File: config.mk
export PLATFORM = sky130hd
export DESIGN_NAME = bbde_modulus
export DESIGN_NICKNAME = d
export VERILOG_FILES = /design/src/hw/rtl/bbde_pkg.sv /design/src/hw/rtl/bbde_modulus.sv
export SDC_FILE = /design/constraint.sdc
export NUM_CORES = 2
export LEC_CHECK = 0
export ABC_AREA = 1
export BUFFER_PORTS_ARGS = -buffer_cell sky130_fd_sc_hd__buf_2
export CAP_MARGIN = 40
export CORE_MARGIN = 2
export CORE_UTILIZATION = 55
export CTS_CLUSTER_DIAMETER = 50
export CTS_CLUSTER_SIZE = 20
export DETAILED_ROUTE_END_ITERATION = 12
export GPL_TIMING_DRIVEN = 0
export PLACE_DENSITY = 0.72
export SYNTH_ARGS = -nofsm -noshare
export SYNTH_HDL_FRONTEND = slang
export SYNTH_SLANG_ARGS = --single-unit
export TNS_END_PERCENT = 100
File: constraint.sdc
create_clock -name clk -period 10.3 [get_ports clk]
set_input_delay 1.03 -clock clk [delete_from_list [all_inputs] [get_ports clk]]
set_output_delay 1.03 -clock clk [all_outputs]
set_load 0.03 [all_outputs]
File: src/hw/rtl/bbde_pkg.sv
// Shared types, constants and tables of the beam bending derivative unit.
package bbde_pkg;

    localparam int THETA_W   = 18;
    localparam int MOMENT_W  = 40;
    localparam int STRAIN_W  = 21;
    localparam int INERTIA_W = 40;
    localparam int MOD_W     = 20;
    localparam int SLOPE_W   = 32;
    localparam int RATE_W    = 48;
    localparam int EI_W      = MOD_W + INERTIA_W;
    localparam int IN_W      = 160;
    localparam int OUT_W     = 144;

    localparam int CORDIC_ITERS = 30;
    localparam int CORDIC_W     = 34;
    localparam int MAG_W        = CORDIC_W - 1;
    localparam int DEN_W        = EI_W + MAG_W;
    localparam int ROM_IDX_W    = 6;

    localparam logic signed [CORDIC_W-1:0] CORDIC_GAIN = 34'sd652032874;
    localparam logic signed [CORDIC_W-1:0] HALF_PI_Q30 = 34'sd1686629713;
    localparam logic signed [CORDIC_W-1:0] PI_Q30      = 34'sd3373259426;

    localparam logic [13:0] STRAIN_STEP = 14'd10000;
    // floor(s / 10000) = (s * IDX_RECIP) >> IDX_SHIFT for s below 2^20.
    localparam logic [20:0] IDX_RECIP = 21'd1717987;
    localparam int          IDX_SHIFT = 34;
    // floor(p / 10000) = (p * QUO_RECIP) >> QUO_SHIFT for p below 2^32.
    localparam logic [32:0] QUO_RECIP = 33'd7036874418;
    localparam int          QUO_SHIFT = 46;

    localparam logic [MOD_W-1:0]   MOD_RESET = 20'd215800;
    localparam logic [SLOPE_W-1:0] SLOPE_MAX = 32'h7FFF_FFFF;
    localparam logic [SLOPE_W-1:0] SLOPE_MIN = 32'h8000_0000;
    localparam logic [RATE_W-1:0]  RATE_MAX  = 48'h7FFF_FFFF_FFFF;
    localparam logic [RATE_W-1:0]  RATE_MIN  = 48'h8000_0000_0000;

    typedef struct packed {
        logic signed [THETA_W-1:0]  theta;
        logic signed [MOMENT_W-1:0] moment;
        logic [MOMENT_W-1:0]        shear;
    } mod_side_t;

    typedef struct packed {
        logic signed [MOMENT_W-1:0] moment;
        logic [MOMENT_W-1:0]        shear;
        logic [MOD_W-1:0]           modulus;
        logic [EI_W-1:0]            ei;
    } cordic_side_t;

    typedef struct packed {
        logic [MOMENT_W-1:0] moment_mag;
        logic [DEN_W-1:0]    den;
        logic                moment_zero;
        logic                den_zero;
        logic                rate_neg;
        logic [MOMENT_W-1:0] shear;
        logic [MOD_W-1:0]    modulus;
        logic                y_neg;
        logic                x_neg;
        logic                x_zero;
    } slope_side_t;

    typedef struct packed {
        logic [SLOPE_W-1:0]  slope;
        logic                slope_sat;
        logic                moment_zero;
        logic                den_zero;
        logic                rate_neg;
        logic [MOMENT_W-1:0] shear;
        logic [MOD_W-1:0]    modulus;
    } rate_side_t;

    function automatic logic signed [CORDIC_W-1:0] atan_q30(input int i);
        logic signed [CORDIC_W-1:0] a;
        case (i)
            0:       a = 34'sd843314857;
            1:       a = 34'sd497837829;
            2:       a = 34'sd263043837;
            3:       a = 34'sd133525159;
            4:       a = 34'sd67021687;
            5:       a = 34'sd33543516;
            6:       a = 34'sd16775851;
            7:       a = 34'sd8388437;
            8:       a = 34'sd4194283;
            9:       a = 34'sd2097149;
            default: a = CORDIC_W'(64'sd1 <<< (30 - i));
        endcase
        return a;
    endfunction

    function automatic logic [MOD_W-1:0] mod_rom(input logic [ROM_IDX_W-1:0] a);
        logic [MOD_W-1:0] v;
        case (a)
            6'd0:    v = 20'd215800;
            6'd1:    v = 20'd215800;
            6'd2:    v = 20'd179500;
            6'd3:    v = 20'd138100;
            6'd4:    v = 20'd94300;
            6'd5:    v = 20'd59500;
            6'd6:    v = 20'd39700;
            6'd7:    v = 20'd28200;
            6'd8:    v = 20'd21100;
            6'd9:    v = 20'd17000;
            6'd10:   v = 20'd14300;
            6'd11:   v = 20'd12700;
            6'd12:   v = 20'd11000;
            6'd13:   v = 20'd10600;
            6'd14:   v = 20'd10000;
            6'd15:   v = 20'd9700;
            6'd16:   v = 20'd9600;
            6'd17:   v = 20'd8600;
            6'd18:   v = 20'd9400;
            6'd19:   v = 20'd8600;
            default: v = 20'd8500;
        endcase
        return v;
    endfunction

endpackage

File: src/hw/rtl/bbde_modulus.sv
// Modulus selection and interpolation over strain, followed by the E times I product.
module bbde_modulus
    import bbde_pkg::*;
#(
    parameter int TABLE_POINTS = 21,
    parameter int SW = 8
)
(
    input  logic                       clk,
    input  logic                       rst_n,
    input  logic                       en,
    input  logic                       in_valid,
    input  logic signed [STRAIN_W-1:0] strain,
    input  logic [MOD_W-1:0]           young_modulus,
    input  logic [INERTIA_W-1:0]       inertia,
    input  logic [SW-1:0]              side_in,
    output logic                       out_valid,
    output logic [MOD_W-1:0]           modulus,
    output logic [EI_W-1:0]            ei,
    output logic [SW-1:0]              side_out
);

    typedef enum logic [1:0] {KIND_ZERO, KIND_LOW, KIND_HIGH, KIND_MID} kind_t;

    localparam int NS = 8;
    localparam logic [19:0] TOP_STRAIN = 20'((TABLE_POINTS - 1) * 10000);
    localparam logic [ROM_IDX_W-1:0] LAST_IDX = ROM_IDX_W'(TABLE_POINTS - 1);

    logic                 v_reg       [0:NS-1];
    kind_t                kind_reg    [0:NS-1];
    logic [MOD_W-1:0]     ym_reg      [0:NS-1];
    logic [INERTIA_W-1:0] inertia_reg [0:NS-1];
    logic [SW-1:0]        side_reg    [0:NS-1];

    logic [19:0]           s0_reg, s1_reg;
    logic [ROM_IDX_W-1:0]  idx1_reg;
    logic [13:0]           f2_reg;
    logic [MOD_W-1:0]      y0_2_reg, y0_3_reg, y0_4_reg;
    logic signed [20:0]    diff2_reg;
    logic                  neg3_reg, neg4_reg;
    logic [31:0]           mag3_reg;
    logic [MOD_W-1:0]      q4_reg;
    logic [MOD_W-1:0]      e5_reg, e6_reg, e7_reg;
    logic [39:0]           plo6_reg, phi6_reg;
    logic [EI_W-1:0]       ei7_reg;

    kind_t                 kind_in;
    logic [40:0]           idx_prod;
    logic [19:0]           idx_base;
    logic signed [35:0]    frac_prod;
    logic [64:0]           quo_prod;
    logic [MOD_W-1:0]      e5_next;

    always_comb
    begin
        if (strain == '0)
            kind_in = KIND_ZERO;
        else if (strain[STRAIN_W-1])
            kind_in = KIND_LOW;
        else if (strain[19:0] >= TOP_STRAIN)
            kind_in = KIND_HIGH;
        else
            kind_in = KIND_MID;
    end

    assign idx_prod  = 41'(s0_reg) * 41'(IDX_RECIP);
    assign idx_base  = 20'(idx1_reg) * 20'(STRAIN_STEP);
    assign frac_prod = 36'($signed({1'b0, f2_reg})) * 36'(diff2_reg);
    assign quo_prod  = 65'(mag3_reg) * 65'(QUO_RECIP);

    always_comb
    begin
        case (kind_reg[4])
            KIND_ZERO: e5_next = ym_reg[4];
            KIND_LOW:  e5_next = mod_rom('0);
            KIND_HIGH: e5_next = mod_rom(LAST_IDX);
            default:   e5_next = neg4_reg ? (y0_4_reg - q4_reg) : (y0_4_reg + q4_reg);
        endcase
    end

    always_ff @(posedge clk or negedge rst_n)
    begin
        if (!rst_n)
        begin
            for (int p = 0; p < NS; p++)
                v_reg[p] <= 1'b0;
        end
        else if (en)
        begin
            v_reg[0] <= in_valid;
            for (int p = 1; p < NS; p++)
                v_reg[p] <= v_reg[p-1];
        end
    end

    always_ff @(posedge clk)
    begin
        if (en)
        begin
            kind_reg[0]    <= kind_in;
            ym_reg[0]      <= young_modulus;
            inertia_reg[0] <= inertia;
            side_reg[0]    <= side_in;
            for (int p = 1; p < NS; p++)
            begin
                kind_reg[p]    <= kind_reg[p-1];
                ym_reg[p]      <= ym_reg[p-1];
                inertia_reg[p] <= inertia_reg[p-1];
                side_reg[p]    <= side_reg[p-1];
            end
            s0_reg    <= strain[19:0];
            idx1_reg  <= idx_prod[IDX_SHIFT+ROM_IDX_W-1:IDX_SHIFT];
            s1_reg    <= s0_reg;
            f2_reg    <= 14'(s1_reg - idx_base);
            y0_2_reg  <= mod_rom(idx1_reg);
            diff2_reg <= $signed({1'b0, mod_rom(idx1_reg + 1'b1)})
                         - $signed({1'b0, mod_rom(idx1_reg)});
            neg3_reg  <= frac_prod[35];
            mag3_reg  <= frac_prod[35] ? 32'(-frac_prod) : 32'(frac_prod);
            y0_3_reg  <= y0_2_reg;
            q4_reg    <= quo_prod[QUO_SHIFT+MOD_W-1:QUO_SHIFT];
            neg4_reg  <= neg3_reg;
            y0_4_reg  <= y0_3_reg;
            e5_reg    <= e5_next;
            plo6_reg  <= 40'(e5_reg) * 40'(inertia_reg[5][19:0]);
            phi6_reg  <= 40'(e5_reg) * 40'(inertia_reg[5][39:20]);
            e6_reg    <= e5_reg;
            ei7_reg   <= {phi6_reg, 20'b0} + EI_W'(plo6_reg);
            e7_reg    <= e6_reg;
        end
    end

    assign out_valid = v_reg[NS-1];
    assign modulus   = e7_reg;
    assign ei        = ei7_reg;
    assign side_out  = side_reg[NS-1];

endmodule

==> impl_metrics.py <==
metrics = {
    "setup_path": {
        "required_ns": 10.70,
        "r2r-start": "e5_reg[7]",
        "critical_path.slowest_cell": "clkbuf_1",
        "cp.arrival_ns": 7.44,
        "crit_path_max_incr_delay_ns": 0.77,
        "reg2reg_slack_ns": 3.26,
        "reg2reg_to": "plo6_reg[30]",
        "reg2reg_depth": 25,
        "cp_max_fo": 10,
        "critical_path_class": "reg -> reg",
        "start_kind": "flip-flop",
        "end_kind": "flip-flop",
    },
    "yosys": {
        "ys_seq_area_frac": 0.371,
        "async_flop_share": 0.0129,
        "postSynthCellCount": 5246,
        "synth_edf_count": 614,
        "ys_top_cells_by_count": "1456 x inv_1, 1455 x nand2_1, 641 x fa_1",
        "synth.distinct_cells": 35,
        "yosys_register_bits": 622,
        "ys_top_cells_by_area": "edfxtp_1 37%, fa_1 26%, inv_1 11%",
        "ys.flop_type": "edfxtp_1",
        "syn_area_mm2": 0.0503,
        "yosysTopAreaCellShare": 0.367,
        "syn_nets": 6302,
        "yosysWarnings": 0,
        "post-synth-top-area-cell": "edfxtp_1",
        "synth_most_common_cell": "inv_1",
        "postSynthAreaPerCell_um2": 9.59,
    },
    "route": {
        "wl_per_cell_um": 18.2,
        "antenna_left": 0,
        "dr.pass1.iters": 6,
        "drc_errors": 0,
        "vias_per_cell": 5.08,
        "vias": 34300,
        "routed_wl_mm": 123,
        "drtIter0Drc": 2934,
    },
    "floorplanning": {
        "die_area_mm2": 0.0939,
        "start_util": 0.557,
        "placementRows": 110,
        "ios": 182,
        "coreArea_mm2": 0.0903,
        "die_w_um": 306,
        "die_h_um": 306,
    },
    "timing": {
        "drv_slew": 0,
        "setup_ws_ns": 3.26,
        "rsz0062_at_grt": "no",
        "tns_ns": 0,
        "setup_viol": 0,
        "max_freq_ghz": 0.142,
        "max_slew_margin": 0.328,
        "hold_viol": 0,
        "min_period_over_period": 0.684,
        "fin_skew_ns": 0.0542,
        "min_period_ns": 7.04,
        "worst_slew_pin_slew_ns": 1.01,
    },
    "run_status": {
        "outcome": "finished, final reports clean",
    },
    "placed_design": {
        "dpl.hpwl_mm": 99.7,
        "pre_cts_slack_ns": 3.40,
        "gp_congestion": 0.990,
        "port_buffers": 181,
    },
    "final_layout": {
        "largest_reg_flops": 240,
        "syn_to_final_growth_pct": 10.1,
        "final_util": 0.613,
        "nets": 6592,
        "drive_gt1_frac": 0.0744,
    },
    "global_routing": {
        "grt_usage": 0.273,
        "grt_pass1_vias": 35400,
        "grt_remaining_overflow": 0,
        "antenna_found_initial": 4,
        "grt_max_degree": 129,
        "grt_pass1_wl_mm": 194,
    },
    "cts": {
        "cts_root_buf": "clkbuf_16",
        "cts_htree_levels": 2,
        "ctsResizeCount": 0,
        "post_cts.repair.setup_buffers": 0,
        "cts_tree": "done",
        "postCtsHoldBufs": 0,
        "clk_latency_ns": 0.69,
        "cts_buffer_depth": 3,
        "clkTransAtPathRegs_ns": 0.07,
        "numCtsBuffers": 55,
        "cts_sinks": 622,
    },
    "job": {
        "cap_violations": 0,
    },
    "hold_path": {
        "hold_path_class": "in -> async",
    },
}
## area by class of cell
class | instances | area [um^2]
Antenna cell | 5 | 12.5
Buffer | 171 | 672
Clock buffer | 55 | 1380
Clock inverter | 46 | 593
Fill cell | 7601 | 34900
Inverter | 1462 | 5490
Multi-Input combinational cell | 2991 | 25500
Sequential cell | 622 | 18600
Tap cell | 1176 | 1470
Timing Repair Buffer | 233 | 1640
## worst max-delay path by stage
stage / slack, ns / startpoint / endpoint
finish: 3.26 / e5_reg[7] / plo6_reg[30]
global route: 3.02 / e5_reg[7] / plo6_reg[30]
CTS: 3.34 / e5_reg[7] / plo6_reg[30]
detailed placement: 3.40 / e5_reg[7] / plo6_reg[30]
global placement: -1.41 / en / v_reg[1]
floorplan: 4.55 / e5_reg[10] / plo6_reg[33]
## per-layer routing
metal | global-route usage | up-vias | wire, um
met3 | 0.0608 | 365 | 12000
met1 | 0.357 | 16500 | 48800
li1 | - | 16100 | -
met4 | 0.132 | 2 | 7100
met2 | 0.435 | 1443 | 55400
met5 | 0 | - | 13
## cells by family (layout without fill, tap and decap cells)
| group | Yosys count | after routing | share of synthesized area |
|---|---|---|---|
| flops | 622 | 622 | 0.371 |
| simple gates | 1814 | 1814 | 0.144 |
| fa+ha+maj | 963 | 963 | 0.335 |
| other cells | 0 | 5 | 0 |
| compound gates | 144 | 144 | 0.0150 |
| xor+xnor | 70 | 70 | 0.0122 |
| buf+inv | 1633 | 1967 | 0.122 |
## stage by stage
step | std cells | instance area, um^2 | hold WS, ns
after global placement | 6603 | 52700 | 0.400
after CTS | 6756 | 55400 | 0.130
after global routing | 6761 | 55400 | 0.149
after floorplan | 5246 | 50300 | 0.400
after detailed placement | 6655 | 53400 | 0.405
final | 6761 | 55400 | 0.165
## layout by cell type (no fill, tap or decap), types with 7 or more instances in the layout
master and count:
inv_1 1456, nand2_1 1455, fa_1 641, edfxtp_1 614, ha_1 322, buf_2 180
clkbuf_1 163, nor2_1 154, a21oi_1 86, nand3_1 80, clkbuf_16 55, xor2_1 50
o21ai_0 43, nand2_2 35, nor3_1 33, buf_6 29, xnor2_1 20, buf_8 20
nand3_2 14, nor2_2 10, nand4_1 9, buf_4 8, dfrtp_1 8, o21bai_1 7
clkinv_4 7
## critical path: cells and delay by family, from the launching register on
family,cells,cell delay [ns]
AOI/OAI and AO/OA,1,0.19
adders and majority gates,8,3.87
buffers and inverters,8,1.14
DFF,1,0.59
and+or+nand+nor,8,0.91
Power is left out: the tool's default activity adds up to more than one toggle a clock period on the data nets, which glitch-free logic cannot reach.
